[config.mk]
export PLATFORM = sky130hd
export DESIGN_NAME = source_tokenizer
export DESIGN_NICKNAME = d
export VERILOG_FILES = /design/src/sv/tok_pkg.sv /design/src/sv/tok_lexer.sv /design/src/sv/tok_wordq.sv /design/src/sv/source_tokenizer.sv
export SDC_FILE = /design/constraint.sdc
export NUM_CORES = 2
export LEC_CHECK = 0
export BUFFER_PORTS_ARGS = -buffer_cell sky130_fd_sc_hd__buf_2
export CAP_MARGIN = 5
export CELL_PAD_IN_SITES_DETAIL_PLACEMENT = 0
export CELL_PAD_IN_SITES_GLOBAL_PLACEMENT = 1
export CORE_UTILIZATION = 45
export CTS_BUF_LIST = sky130_fd_sc_hd__clkbuf_2 sky130_fd_sc_hd__clkbuf_4 sky130_fd_sc_hd__clkbuf_8
export DETAILED_ROUTE_END_ITERATION = 16
export PLACE_DENSITY_LB_ADDON = 0.1
export SLEW_MARGIN = 40
export SYNTH_ARGS = -nofsm -noshare
export SYNTH_HDL_FRONTEND = slang
export SYNTH_SLANG_ARGS = --single-unit
[constraint.sdc]
create_clock -name clk -period 7.85 [get_ports clk]
set_input_delay 0.3925 -clock clk [delete_from_list [all_inputs] [get_ports clk]]
set_output_delay 0.3925 -clock clk [all_outputs]
set_load 0.01 [all_outputs]
[src/sv/tok_pkg.sv]
// types, constants and character classes shared by the source tokenizer
package tok_pkg;

	localparam int OFFSET_BITS = 24;
	localparam int LINE_BITS   = 20;
	localparam int COL_BITS    = 16;
	localparam int KIND_BITS   = 6;
	localparam int SUB_BITS    = 5;
	localparam int PREFIX_BITS = 48;

	localparam int WQ_DEPTH    = 8;
	localparam int WQ_PTR_BITS = $clog2(WQ_DEPTH);
	localparam int WQ_CNT_BITS = WQ_PTR_BITS + 1;

	localparam logic [KIND_BITS-1:0] KIND_END      = 6'd0;
	localparam logic [KIND_BITS-1:0] KIND_SPACE    = 6'd1;
	localparam logic [KIND_BITS-1:0] KIND_COMMENT  = 6'd2;
	localparam logic [KIND_BITS-1:0] KIND_IDENT    = 6'd3;
	localparam logic [KIND_BITS-1:0] KIND_DEF      = 6'd4;
	localparam logic [KIND_BITS-1:0] KIND_FUN      = 6'd5;
	localparam logic [KIND_BITS-1:0] KIND_RETURN   = 6'd6;
	localparam logic [KIND_BITS-1:0] KIND_INT      = 6'd7;
	localparam logic [KIND_BITS-1:0] KIND_UNKNOWN  = 6'd8;
	localparam logic [KIND_BITS-1:0] KIND_SYM_BASE = 6'd8;

	localparam logic [SUB_BITS-1:0] SUB_NONE   = 5'd0;
	localparam logic [SUB_BITS-1:0] SUB_EQ     = 5'd6;
	localparam logic [SUB_BITS-1:0] SUB_PLUS   = 5'd7;
	localparam logic [SUB_BITS-1:0] SUB_MINUS  = 5'd8;
	localparam logic [SUB_BITS-1:0] SUB_SLASH  = 5'd10;
	localparam logic [SUB_BITS-1:0] SUB_BANG   = 5'd12;
	localparam logic [SUB_BITS-1:0] SUB_GT     = 5'd13;
	localparam logic [SUB_BITS-1:0] SUB_LT     = 5'd14;
	localparam logic [SUB_BITS-1:0] SUB_ARROW  = 5'd18;
	localparam logic [SUB_BITS-1:0] SUB_INC    = 5'd19;
	localparam logic [SUB_BITS-1:0] SUB_DEC    = 5'd20;
	localparam logic [SUB_BITS-1:0] SUB_BANG2  = 5'd21;
	localparam logic [SUB_BITS-1:0] SUB_SHR    = 5'd22;
	localparam logic [SUB_BITS-1:0] SUB_GE     = 5'd23;
	localparam logic [SUB_BITS-1:0] SUB_SHL    = 5'd24;
	localparam logic [SUB_BITS-1:0] SUB_LE     = 5'd25;

	localparam logic [7:0] CH_NUL   = 8'h00;
	localparam logic [7:0] CH_TAB   = 8'h09;
	localparam logic [7:0] CH_LF    = 8'h0A;
	localparam logic [7:0] CH_CR    = 8'h0D;
	localparam logic [7:0] CH_SP    = 8'h20;
	localparam logic [7:0] CH_BANG  = 8'h21;
	localparam logic [7:0] CH_PCT   = 8'h25;
	localparam logic [7:0] CH_AMP   = 8'h26;
	localparam logic [7:0] CH_LPAR  = 8'h28;
	localparam logic [7:0] CH_RPAR  = 8'h29;
	localparam logic [7:0] CH_STAR  = 8'h2A;
	localparam logic [7:0] CH_PLUS  = 8'h2B;
	localparam logic [7:0] CH_MINUS = 8'h2D;
	localparam logic [7:0] CH_SLASH = 8'h2F;
	localparam logic [7:0] CH_SEMI  = 8'h3B;
	localparam logic [7:0] CH_LT    = 8'h3C;
	localparam logic [7:0] CH_EQ    = 8'h3D;
	localparam logic [7:0] CH_GT    = 8'h3E;
	localparam logic [7:0] CH_CARET = 8'h5E;
	localparam logic [7:0] CH_LBRC  = 8'h7B;
	localparam logic [7:0] CH_BAR   = 8'h7C;
	localparam logic [7:0] CH_RBRC  = 8'h7D;

	localparam logic [23:0]          KW_DEF    = 24'h646566;
	localparam logic [23:0]          KW_FUN    = 24'h66756E;
	localparam logic [PREFIX_BITS-1:0] KW_RTN  = 48'h72657475726E;

	localparam int CFG_ADDR_BITS = 3;
	localparam logic [0:0] REG_FIRST_LINE = 1'b0;

	typedef enum logic [5:0] {
		M_FIND    = 6'b000001,
		M_SPACE   = 6'b000010,
		M_COMMENT = 6'b000100,
		M_IDENT   = 6'b001000,
		M_INT     = 6'b010000,
		M_SYMBOL  = 6'b100000
	} lex_mode_t;

	typedef struct packed {
		logic [KIND_BITS-1:0]   kind;
		logic [OFFSET_BITS-1:0] start;
		logic [LINE_BITS-1:0]   line;
		logic [COL_BITS-1:0]    column;
		logic [OFFSET_BITS-1:0] length;
		logic                   is_error;
		logic                   error_seen;
		logic                   last;
	} tok_word_t;

	function automatic logic is_space(input logic [7:0] c);
		return c == CH_SP || c == CH_TAB || c == CH_LF || c == CH_CR;
	endfunction

	function automatic logic is_letter(input logic [7:0] c);
		return (c >= 8'h61 && c <= 8'h7A) || (c >= 8'h41 && c <= 8'h5A) || c == 8'h5F;
	endfunction

	function automatic logic is_digit(input logic [7:0] c);
		return c >= 8'h30 && c <= 8'h39;
	endfunction

	// substate of a single symbol, none when the byte is not a symbol
	function automatic logic [SUB_BITS-1:0] sym_index(input logic [7:0] c);
		logic [SUB_BITS-1:0] s;
		case (c)
			CH_LPAR:  s = 5'd1;
			CH_RPAR:  s = 5'd2;
			CH_LBRC:  s = 5'd3;
			CH_RBRC:  s = 5'd4;
			CH_SEMI:  s = 5'd5;
			CH_EQ:    s = SUB_EQ;
			CH_PLUS:  s = SUB_PLUS;
			CH_MINUS: s = SUB_MINUS;
			CH_STAR:  s = 5'd9;
			CH_SLASH: s = SUB_SLASH;
			CH_PCT:   s = 5'd11;
			CH_BANG:  s = SUB_BANG;
			CH_GT:    s = SUB_GT;
			CH_LT:    s = SUB_LT;
			CH_AMP:   s = 5'd15;
			CH_BAR:   s = 5'd16;
			CH_CARET: s = 5'd17;
			default:  s = SUB_NONE;
		endcase
		return s;
	endfunction

	// double symbol reached from a single one, none when the symbol ends
	function automatic logic [SUB_BITS-1:0] sym_next(input logic [SUB_BITS-1:0] sub,
		input logic [7:0] c);
		logic [SUB_BITS-1:0] s;
		s = SUB_NONE;
		case (sub)
			SUB_EQ:    if (c == CH_GT) s = SUB_ARROW;
			SUB_PLUS:  if (c == CH_PLUS) s = SUB_INC;
			SUB_MINUS: if (c == CH_MINUS) s = SUB_DEC;
			SUB_BANG:  if (c == CH_BANG) s = SUB_BANG2;
			SUB_GT: begin
				if (c == CH_GT) s = SUB_SHR;
				else if (c == CH_EQ) s = SUB_GE;
			end
			SUB_LT: begin
				if (c == CH_LT) s = SUB_SHL;
				else if (c == CH_EQ) s = SUB_LE;
			end
			default: s = SUB_NONE;
		endcase
		return s;
	endfunction

endpackage

[src/sv/tok_lexer.sv]
// lexer state and the one-pass decode of a byte into up to two token words
module tok_lexer (
	input  logic                 clk,
	input  logic                 arst_n,
	input  logic                 step,
	input  logic [7:0]           ch,
	input  logic                 cfg_we,
	input  logic                 cfg_first,
	output logic [1:0]           push_n,
	output tok_pkg::tok_word_t   word0,
	output tok_pkg::tok_word_t   word1
);

	localparam logic [tok_pkg::OFFSET_BITS-1:0] POS_MAX  = '1;
	localparam logic [tok_pkg::LINE_BITS-1:0]   LINE_MAX = '1;
	localparam logic [tok_pkg::COL_BITS-1:0]    COL_MAX  = '1;

	tok_pkg::lex_mode_t mode_q, mode_d;
	logic [tok_pkg::SUB_BITS-1:0]    sub_q, sub_d;
	logic [tok_pkg::OFFSET_BITS-1:0] tstart_q, tstart_d, pos_q, pos_d, adv_pos;
	logic [tok_pkg::LINE_BITS-1:0]   tline_q, tline_d, line_q, line_d, adv_line;
	logic [tok_pkg::COL_BITS-1:0]    tcol_q, tcol_d, col_q, col_d, adv_col;
	logic [tok_pkg::PREFIX_BITS-1:0] prefix_q, prefix_d;
	logic error_q, error_d, done_q, done_d;

	logic adv, pend, find, found;
	logic [tok_pkg::KIND_BITS-1:0]   pend_kind, id_kind;
	logic [tok_pkg::OFFSET_BITS-1:0] cur_len;
	logic [tok_pkg::SUB_BITS-1:0]    sym_sub, nx_sub;
	tok_pkg::tok_word_t pw, fw;

	// position after this byte, saturating
	always_comb begin
		adv_pos  = (pos_q != POS_MAX) ? pos_q + 1'b1 : pos_q;
		adv_line = line_q;
		adv_col  = col_q;
		if (ch == tok_pkg::CH_LF) begin
			if (line_q != LINE_MAX) adv_line = line_q + 1'b1;
			adv_col = '0;
		end else if (col_q != COL_MAX) begin
			adv_col = col_q + 1'b1;
		end
	end

	assign cur_len = pos_q - tstart_q;
	assign sym_sub = tok_pkg::sym_index(ch);
	assign nx_sub  = tok_pkg::sym_next(sub_q, ch);

	always_comb begin
		id_kind = tok_pkg::KIND_IDENT;
		if (cur_len == tok_pkg::OFFSET_BITS'(3) && prefix_q[23:0] == tok_pkg::KW_DEF)
			id_kind = tok_pkg::KIND_DEF;
		else if (cur_len == tok_pkg::OFFSET_BITS'(3) && prefix_q[23:0] == tok_pkg::KW_FUN)
			id_kind = tok_pkg::KIND_FUN;
		else if (cur_len == tok_pkg::OFFSET_BITS'(6) && prefix_q == tok_pkg::KW_RTN)
			id_kind = tok_pkg::KIND_RETURN;
	end

	always_comb begin
		mode_d    = mode_q;
		sub_d     = sub_q;
		tstart_d  = tstart_q;
		tline_d   = tline_q;
		tcol_d    = tcol_q;
		prefix_d  = prefix_q;
		error_d   = error_q;
		done_d    = done_q;
		adv       = 1'b0;
		pend      = 1'b0;
		find      = 1'b0;
		found     = 1'b0;
		pend_kind = tok_pkg::KIND_END;
		fw        = '0;
		push_n    = 2'd0;
		word0     = '0;
		word1     = '0;

		if (step && !done_q) begin
			// continue the current token or close it
			unique case (mode_q)
				tok_pkg::M_FIND: find = 1'b1;
				tok_pkg::M_SPACE: begin
					if (tok_pkg::is_space(ch)) adv = 1'b1;
					else begin
						pend = 1'b1;
						pend_kind = tok_pkg::KIND_SPACE;
					end
				end
				tok_pkg::M_COMMENT: begin
					if (ch != tok_pkg::CH_LF && ch != tok_pkg::CH_NUL) adv = 1'b1;
					else begin
						pend = 1'b1;
						pend_kind = tok_pkg::KIND_COMMENT;
					end
				end
				tok_pkg::M_IDENT: begin
					if (tok_pkg::is_letter(ch)) begin
						adv = 1'b1;
						prefix_d = {prefix_q[tok_pkg::PREFIX_BITS-9:0], ch};
					end else begin
						pend = 1'b1;
						pend_kind = id_kind;
					end
				end
				tok_pkg::M_INT: begin
					if (tok_pkg::is_digit(ch)) adv = 1'b1;
					else begin
						pend = 1'b1;
						pend_kind = tok_pkg::KIND_INT;
					end
				end
				tok_pkg::M_SYMBOL: begin
					if (sub_q == tok_pkg::SUB_SLASH && ch == tok_pkg::CH_SLASH) begin
						adv = 1'b1;
						mode_d = tok_pkg::M_COMMENT;
						sub_d = tok_pkg::SUB_NONE;
					end else if (nx_sub != tok_pkg::SUB_NONE) begin
						adv = 1'b1;
						sub_d = nx_sub;
					end else begin
						pend = 1'b1;
						pend_kind = {1'b0, sub_q} + tok_pkg::KIND_SYM_BASE;
						sub_d = tok_pkg::SUB_NONE;
					end
				end
				default: find = 1'b1;
			endcase

			// the closing byte starts the next token
			if (pend || find) begin
				mode_d   = tok_pkg::M_FIND;
				tstart_d = pos_q;
				tline_d  = line_q;
				tcol_d   = col_q;
				if (ch == tok_pkg::CH_NUL) begin
					done_d = 1'b1;
					found  = 1'b1;
					fw.error_seen = error_q;
				end else if (tok_pkg::is_space(ch)) begin
					mode_d = tok_pkg::M_SPACE;
					adv = 1'b1;
				end else if (tok_pkg::is_digit(ch)) begin
					mode_d = tok_pkg::M_INT;
					adv = 1'b1;
				end else if (sym_sub != tok_pkg::SUB_NONE) begin
					mode_d = tok_pkg::M_SYMBOL;
					sub_d = sym_sub;
					adv = 1'b1;
				end else if (tok_pkg::is_letter(ch)) begin
					mode_d = tok_pkg::M_IDENT;
					prefix_d = {{(tok_pkg::PREFIX_BITS-8){1'b0}}, ch};
					adv = 1'b1;
				end else begin
					error_d = 1'b1;
					adv = 1'b1;
					found = 1'b1;
					fw.kind = tok_pkg::KIND_UNKNOWN;
					fw.start = pos_q;
					fw.line = line_q;
					fw.column = col_q;
					fw.length = adv_pos - pos_q;
					fw.is_error = 1'b1;
					fw.error_seen = 1'b1;
				end
			end

			pw = '0;
			pw.kind = pend_kind;
			pw.start = tstart_q;
			pw.line = tline_q;
			pw.column = tcol_q;
			pw.length = cur_len;
			pw.error_seen = error_q;

			if (pend && found) begin
				word0 = pw;
				word1 = fw;
				word1.last = 1'b1;
				push_n = 2'd2;
			end else if (pend) begin
				word0 = pw;
				word0.last = 1'b1;
				push_n = 2'd1;
			end else if (found) begin
				word0 = fw;
				word0.last = 1'b1;
				push_n = 2'd1;
			end
		end else begin
			pw = '0;
			if (step) begin
				// after end of text every byte gives one end word
				word0.error_seen = error_q;
				word0.last = 1'b1;
				push_n = 2'd1;
			end
		end
	end

	assign pos_d  = adv ? adv_pos : pos_q;
	assign line_d = adv ? adv_line : line_q;
	assign col_d  = adv ? adv_col : col_q;

	always_ff @(posedge clk or negedge arst_n) begin
		if (!arst_n) begin
			mode_q   <= tok_pkg::M_FIND;
			sub_q    <= tok_pkg::SUB_NONE;
			tstart_q <= '0;
			tline_q  <= {{(tok_pkg::LINE_BITS-1){1'b0}}, 1'b1};
			tcol_q   <= '0;
			pos_q    <= '0;
			line_q   <= {{(tok_pkg::LINE_BITS-1){1'b0}}, 1'b1};
			col_q    <= '0;
			prefix_q <= '0;
			error_q  <= 1'b0;
			done_q   <= 1'b0;
		end else if (step) begin
			mode_q   <= mode_d;
			sub_q    <= sub_d;
			tstart_q <= tstart_d;
			tline_q  <= tline_d;
			tcol_q   <= tcol_d;
			pos_q    <= pos_d;
			line_q   <= line_d;
			col_q    <= col_d;
			prefix_q <= prefix_d;
			error_q  <= error_d;
			done_q   <= done_d;
		end else if (cfg_we && pos_q == '0) begin
			line_q  <= {{(tok_pkg::LINE_BITS-1){1'b0}}, cfg_first};
			tline_q <= {{(tok_pkg::LINE_BITS-1){1'b0}}, cfg_first};
		end
	end

	a_done_sticky: assert property (@(posedge clk) disable iff (!arst_n) done_q |=> done_q)
		else $error("done flag dropped");
	a_error_sticky: assert property (@(posedge clk) disable iff (!arst_n) error_q |=> error_q)
		else $error("error flag dropped");
	a_done_one_word: assert property (@(posedge clk) disable iff (!arst_n)
		(step && done_q) |-> (push_n == 2'd1 && word0.kind == tok_pkg::KIND_END))
		else $error("finished lexer must give one end word");
	a_pos_monotonic: assert property (@(posedge clk) disable iff (!arst_n)
		step |=> pos_q >= $past(pos_q))
		else $error("position went back");

endmodule

[src/sv/tok_wordq.sv]
// result queue that takes up to two token words a cycle and gives one while out_stall is low
module tok_wordq (
	input  logic                           clk,
	input  logic                           arst_n,
	input  logic [1:0]                     push_n,
	input  tok_pkg::tok_word_t             word0,
	input  tok_pkg::tok_word_t             word1,
	input  logic                           out_stall,
	output logic                           out_valid,
	output tok_pkg::tok_word_t             head,
	output logic [tok_pkg::WQ_CNT_BITS-1:0] count
);

	tok_pkg::tok_word_t                mem_q [tok_pkg::WQ_DEPTH];
	logic [tok_pkg::WQ_PTR_BITS-1:0]   wr_q, rd_q, wr_nx;
	logic [tok_pkg::WQ_CNT_BITS-1:0]   cnt_q;
	logic pop;

	assign out_valid = cnt_q != '0;
	assign head      = mem_q[rd_q];
	assign pop       = out_valid && !out_stall;
	assign count     = cnt_q;
	assign wr_nx     = wr_q + 1'b1;

	always_ff @(posedge clk) begin
		if (push_n != 2'd0) mem_q[wr_q] <= word0;
		if (push_n == 2'd2) mem_q[wr_nx] <= word1;
	end

	always_ff @(posedge clk or negedge arst_n) begin
		if (!arst_n) begin
			wr_q  <= '0;
			rd_q  <= '0;
			cnt_q <= '0;
		end else begin
			wr_q  <= wr_q + tok_pkg::WQ_PTR_BITS'(push_n);
			if (pop) rd_q <= rd_q + 1'b1;
			cnt_q <= cnt_q + tok_pkg::WQ_CNT_BITS'(push_n)
				- tok_pkg::WQ_CNT_BITS'(pop);
		end
	end

	a_no_overflow: assert property (@(posedge clk) disable iff (!arst_n)
		(({1'b0, cnt_q} + (tok_pkg::WQ_CNT_BITS+1)'(push_n)) <=
		(tok_pkg::WQ_CNT_BITS+1)'(tok_pkg::WQ_DEPTH)))
		else $error("word queue overflow");
	a_count_range: assert property (@(posedge clk) disable iff (!arst_n)
		cnt_q <= tok_pkg::WQ_CNT_BITS'(tok_pkg::WQ_DEPTH))
		else $error("word count out of range");
	a_head_hold: assert property (@(posedge clk) disable iff (!arst_n)
		(out_valid && out_stall) |=> (out_valid && $stable(head)))
		else $error("stalled word changed");

endmodule

[src/sv/source_tokenizer.sv]
// source tokenizer top level: input register, lexer, word queue and register port
// a word leaves via input register, lexer and queue after its closing byte is taken
// throughput: a byte and a word per cycle unless stalled; a byte can give two words
// input stalls while the eight-word queue could not hold the words still to come
// reset clears lexer state and queue; first line number returns to one
module source_tokenizer (
	input  logic                                clk,
	input  logic                                arst_n,
	input  logic                                in_valid,
	output logic                                in_stall,
	input  logic [7:0]                          text_byte,
	input  logic                                end_of_text,
	output logic                                out_valid,
	input  logic                                out_stall,
	output logic [tok_pkg::KIND_BITS-1:0]       token_kind,
	output logic [tok_pkg::OFFSET_BITS-1:0]     start_offset,
	output logic [tok_pkg::LINE_BITS-1:0]       start_line,
	output logic [tok_pkg::COL_BITS-1:0]        start_column,
	output logic [tok_pkg::OFFSET_BITS-1:0]     token_length,
	output logic                                is_error,
	output logic                                error_seen,
	output logic                                last_of_run,
	input  logic                                psel,
	input  logic                                penable,
	input  logic                                pwrite,
	input  logic [tok_pkg::CFG_ADDR_BITS-1:0]   paddr,
	input  logic [31:0]                         pwdata,
	output logic [31:0]                         prdata,
	output logic                                pready
);

	logic                                valid_s1;
	logic [7:0]                          ch_s1;
	logic                                first_line_q;
	logic                                cfg_we, accept;
	logic [1:0]                          push_n;
	logic [tok_pkg::WQ_CNT_BITS-1:0]     count;
	tok_pkg::tok_word_t                  word0, word1, head;

	// room for two words from the staged byte and two from a new one
	assign in_stall = ({1'b0, count} + {valid_s1, 1'b0}) >
		(tok_pkg::WQ_CNT_BITS+1)'(tok_pkg::WQ_DEPTH - 2);
	assign accept = in_valid && !in_stall;

	assign pready = 1'b1;
	assign cfg_we = psel && penable && pwrite && pready
		&& paddr[tok_pkg::CFG_ADDR_BITS-1:2] == tok_pkg::REG_FIRST_LINE;
	assign prdata = (paddr[tok_pkg::CFG_ADDR_BITS-1:2] == tok_pkg::REG_FIRST_LINE)
		? {31'b0, first_line_q} : 32'b0;

	always_ff @(posedge clk or negedge arst_n) begin
		if (!arst_n) begin
			valid_s1     <= 1'b0;
			first_line_q <= 1'b1;
		end else begin
			valid_s1 <= accept;
			if (cfg_we) first_line_q <= pwdata[0];
		end
	end

	// end of text acts as a zero byte
	always_ff @(posedge clk) begin
		if (accept) ch_s1 <= end_of_text ? tok_pkg::CH_NUL : text_byte;
	end

	tok_lexer u_lexer (
		.clk       (clk),
		.arst_n    (arst_n),
		.step      (valid_s1),
		.ch        (ch_s1),
		.cfg_we    (cfg_we),
		.cfg_first (pwdata[0]),
		.push_n    (push_n),
		.word0     (word0),
		.word1     (word1)
	);

	tok_wordq u_wordq (
		.clk       (clk),
		.arst_n    (arst_n),
		.push_n    (push_n),
		.word0     (word0),
		.word1     (word1),
		.out_stall (out_stall),
		.out_valid (out_valid),
		.head      (head),
		.count     (count)
	);

	assign token_kind   = head.kind;
	assign start_offset = head.start;
	assign start_line   = head.line;
	assign start_column = head.column;
	assign token_length = head.length;
	assign is_error     = head.is_error;
	assign error_seen   = head.error_seen;
	assign last_of_run  = head.last;

	a_staged: assert property (@(posedge clk) disable iff (!arst_n) accept |=> valid_s1)
		else $error("accepted byte not staged");
	a_idle_no_push: assert property (@(posedge clk) disable iff (!arst_n)
		!valid_s1 |-> push_n == 2'd0)
		else $error("words pushed without a staged byte");
	a_stall_queue: assert property (@(posedge clk) disable iff (!arst_n)
		in_stall |-> count != '0)
		else $error("input stalled with an empty queue");

endmodule

==> results.yml <==
run_status:
  run_status: "finished clean"
synth:
  synth_ff_type: "edfxtp_1"
  yosys.cell_count.top_type: "edfxtp_1"
  synthesis.instances: 4207
  syn_avg_cell_area_um2: 11.6
  synth.yosys.seq_area_share_pct: 55.5
  ys_top_cells_by_count: "712 x edfxtp_1, 662 x nand2_1, 437 x o22ai_1"
  synth-async-reset-ratio_pct: 20.4
  synth.lib_cells_used.distinct: 93
  postSynthRegisterBits: 945
  synth.top_cells.by_area: "edfxtp_1 44%, dfrtp_1 9.7%, mux4_2 8.6%, o22ai_1 5.6%, nand2_1 5.1%"
  number_of_enable_type_register_cells_in_the_synthesized_netlist: 712
  synthesis.yosys.warnings: 0
  post_synth_instance_area_mm2: 0.0487
  cell_type_with_the_highest_aggregate_area_in_the_netlist: "edfxtp_1"
  synth_top_cell_area_share_pct: 43.9
floorplan:
  dieWidth_um: 331
  design.portCount: 179
  die-area_mm2: 0.109
  coreArea_mm2: 0.107
  starting_density_pct: 45.4
  core.rowCount: 120
  die_h_um: 331
cts:
  clock-root-buffer: "clkbuf_8"
  cts_made_buffers: 165
  cts_buffer_depth: 3
  cts.repair_timing.setup_buffer_count: 0
  clock_sinks: 945
  clk_latency_ps: 860
  clk_pin_slew_worst_paths_ps: 60
  cts_h_tree_depth: 4
  tritoncts: "built"
setup_path:
  worst-r2r-cell-count: 13
  timing.reg2reg.setup_slack_ps: 1700
  crit_start: "ch_s1[0]"
  crit_path_end_kind: "flop"
  critical_path_arrival_ps: 6830
  critPathKind: "reg -> reg"
  critical_path.reg2reg.endpoint: "u_wordq.mem_q[1][43]"
  worst_r2r_startpoint: "ch_s1[0]"
  timing.critical_path.fanout_max: 45
  crit_required_ps: 8530
  timing.critical_path.to: "u_wordq.mem_q[1][43]"
  critical_path.startpoint_type: "flop"
placement:
  pre_cts_ws_ps: 1800
  post-dp-hpwl_mm: 97.7
  place.gp.congestion: 0.885
  buffer_ports.inserted: 113
  placed_cells_incl_taps: 5471
drt:
  detail-route-antenna-nets: 0
  dr.pass1.iters: 5
  routed_wl_mm: 165
  dr.first_iter.drc_count: 4188
  via_density: 6.35
  drt-wirelength-per-cell_um: 28.4
  dr_total_vias: 36842
  post-route-drc-count: 0
timing:
  drv_slew: 0
  setup-violations-final: 0
  tightest_slew_ps: 879
  timing.fmax_ghz: 0.162
  slew_headroom_pct: 40.5
  post-route-worst-setup-slack_ps: 1700
  final.min_clock_period_ps: 6150
  total_count_of_hold_check_failures_in_the_final_report: 0
  unrepaired_setup_endpoints_after_global_routing: "false"
  fin_skew_ps: 37.3
  min_period_over_period_pct: 78.4
  setup_tns_ps: 0
pwr:
  power.density_mw_per_mm2: 361
  power.ir.vdd_worst_v: 0.000270
  cellLeakagePower_nw: 18.1
job:
  drv.max_cap_violation_count: 0
global_routing:
  antenna_found_initial: 3
  grt_pass1_wl_mm: 240
  via_count_of_the_first_global_routing_pass: 35403
  grt_overflow_total: 0
  globalRouteTotalUtil_pct: 30.1
  largest_net_degree_at_the_start_of_global_routing: 114
final_layout:
  final_nets: 4377
  finish.cell_count_without_fillers: 5804
  area.growth.synth_to_final_pct: 11.9
  layout-drive-gt1-share_pct: 20.2
hold_path:
  min_path_type: "in -> async"
## layer usage
layer	global-route usage, %	vias to the layer above	routed length [um]
met5	0	-	27
met2	46.0	1805	74900
met3	4.91	305	13300
met1	43.4	18561	72000
met4	10.4	4	4810
li1	-	16167	-
## placed cells by master, fill, tap and decap left out, types with 65 or more instances in the layout
cell and n:
a21oi_1 70, clkbuf_8 180, clkbuf_4 80, buf_2 112, mux4_2 186, edfxtp_1 712
nand2_1 649, o21ai_1 258, mux2_2 121, inv_1 65, o22ai_1 437, buf_4 70
nor2_1 136, xnor2_1 71, o21ai_0 171, dfrtp_1 186
## worst max-delay path: stages (launching register included)
cell       delay [ps]
edfxtp_1          810
nand2b_1          220
or3_1             360
a2111oi_2         650
o311a_1           440
a31oi_2           260
and2_1            290
ha_1              410
o21ai_1           110
buf_4             260
a21oi_1           670
nand2_4           610
buf_4             580
o21ai_1           260
## worst min path at each step
stage	start	to	slack, ps	depth (start not counted)
2_1_floorplan	arst_n	u_lexer.col_q[0]	100	0
3_3_place_gp	arst_n	u_lexer.tcol_q[12]	390	1
3_5_place_dp	arst_n	u_lexer.tcol_q[12]	380	1
4_1_cts	in_valid	valid_s1	4	2
5_1_grt	in_valid	valid_s1	60	2
6_report	arst_n	u_lexer.tcol_q[12]	90	2
## logic make-up after synthesis
kind of cell,count (synthesis),synth area share (%)
adders and majority gates,68,1.81
DFF,945,55.5
AOI/OAI and AO/OA,1176,14.7
xor gates and xnor gates,106,1.91
other,2,0.0154
muxes,312,11.5
buffers and inverters,474,4.05
and+or+nand+nor,1124,10.5
## layout make-up
class / count / area [um2]
Sequential cell: 945 / 27000
Clock buffer: 258 / 3060
Timing Repair Buffer: 232 / 1830
Tap cell: 1403 / 1760
Multi-Input combinational cell: 2818 / 20100
Clock inverter: 49 / 294
Inverter: 96 / 390
Fill cell: 9472 / 52600
Antenna cell: 3 / 7.51
## per-stage QoR
step	utilization, %	power, W	instance area, um2	hold WS [ps]
after floorplan	-	0.0117	48800	96.9
after global routing	50.8	0.0205	54400	55.7
after CTS	50.8	0.0196	54300	3.73
after global placement	47.3	0.0148	50600	387
final	50.8	0.0196	54400	85.1
after detailed placement	47.4	0.0149	50800	383
## timing repair
| action | CTS | global route |
|---|---|---|
| hold endpoints to repair | 73 | 0 |
| hold buffers | 19 | 0 |
| setup endpoints to repair | 0 | 0 |
| resized for setup | 0 | 0 |
## where the power goes
group / switching [W] / total, W / internal [W]
combinational: 0.00555 / 0.00852 / 0.00297
clock: 0.00210 / 0.00464 / 0.00255
sequential: 0.000511 / 0.00648 / 0.00597
total: 0.00816 / 0.0196 / 0.0115
## sequential cells by signal, summed over array words and instances (netlist names), 8 cells and up
name	count
u_lexer.col_q	16
u_lexer.line_q	20
u_lexer.tline_q	20
ch_s1	8
u_lexer.pos_q	24
u_lexer.tcol_q	16
u_lexer.tstart_q	24
u_wordq.mem_q	744
u_lexer.prefix_q	48
(Power assumes the default switching activity.)
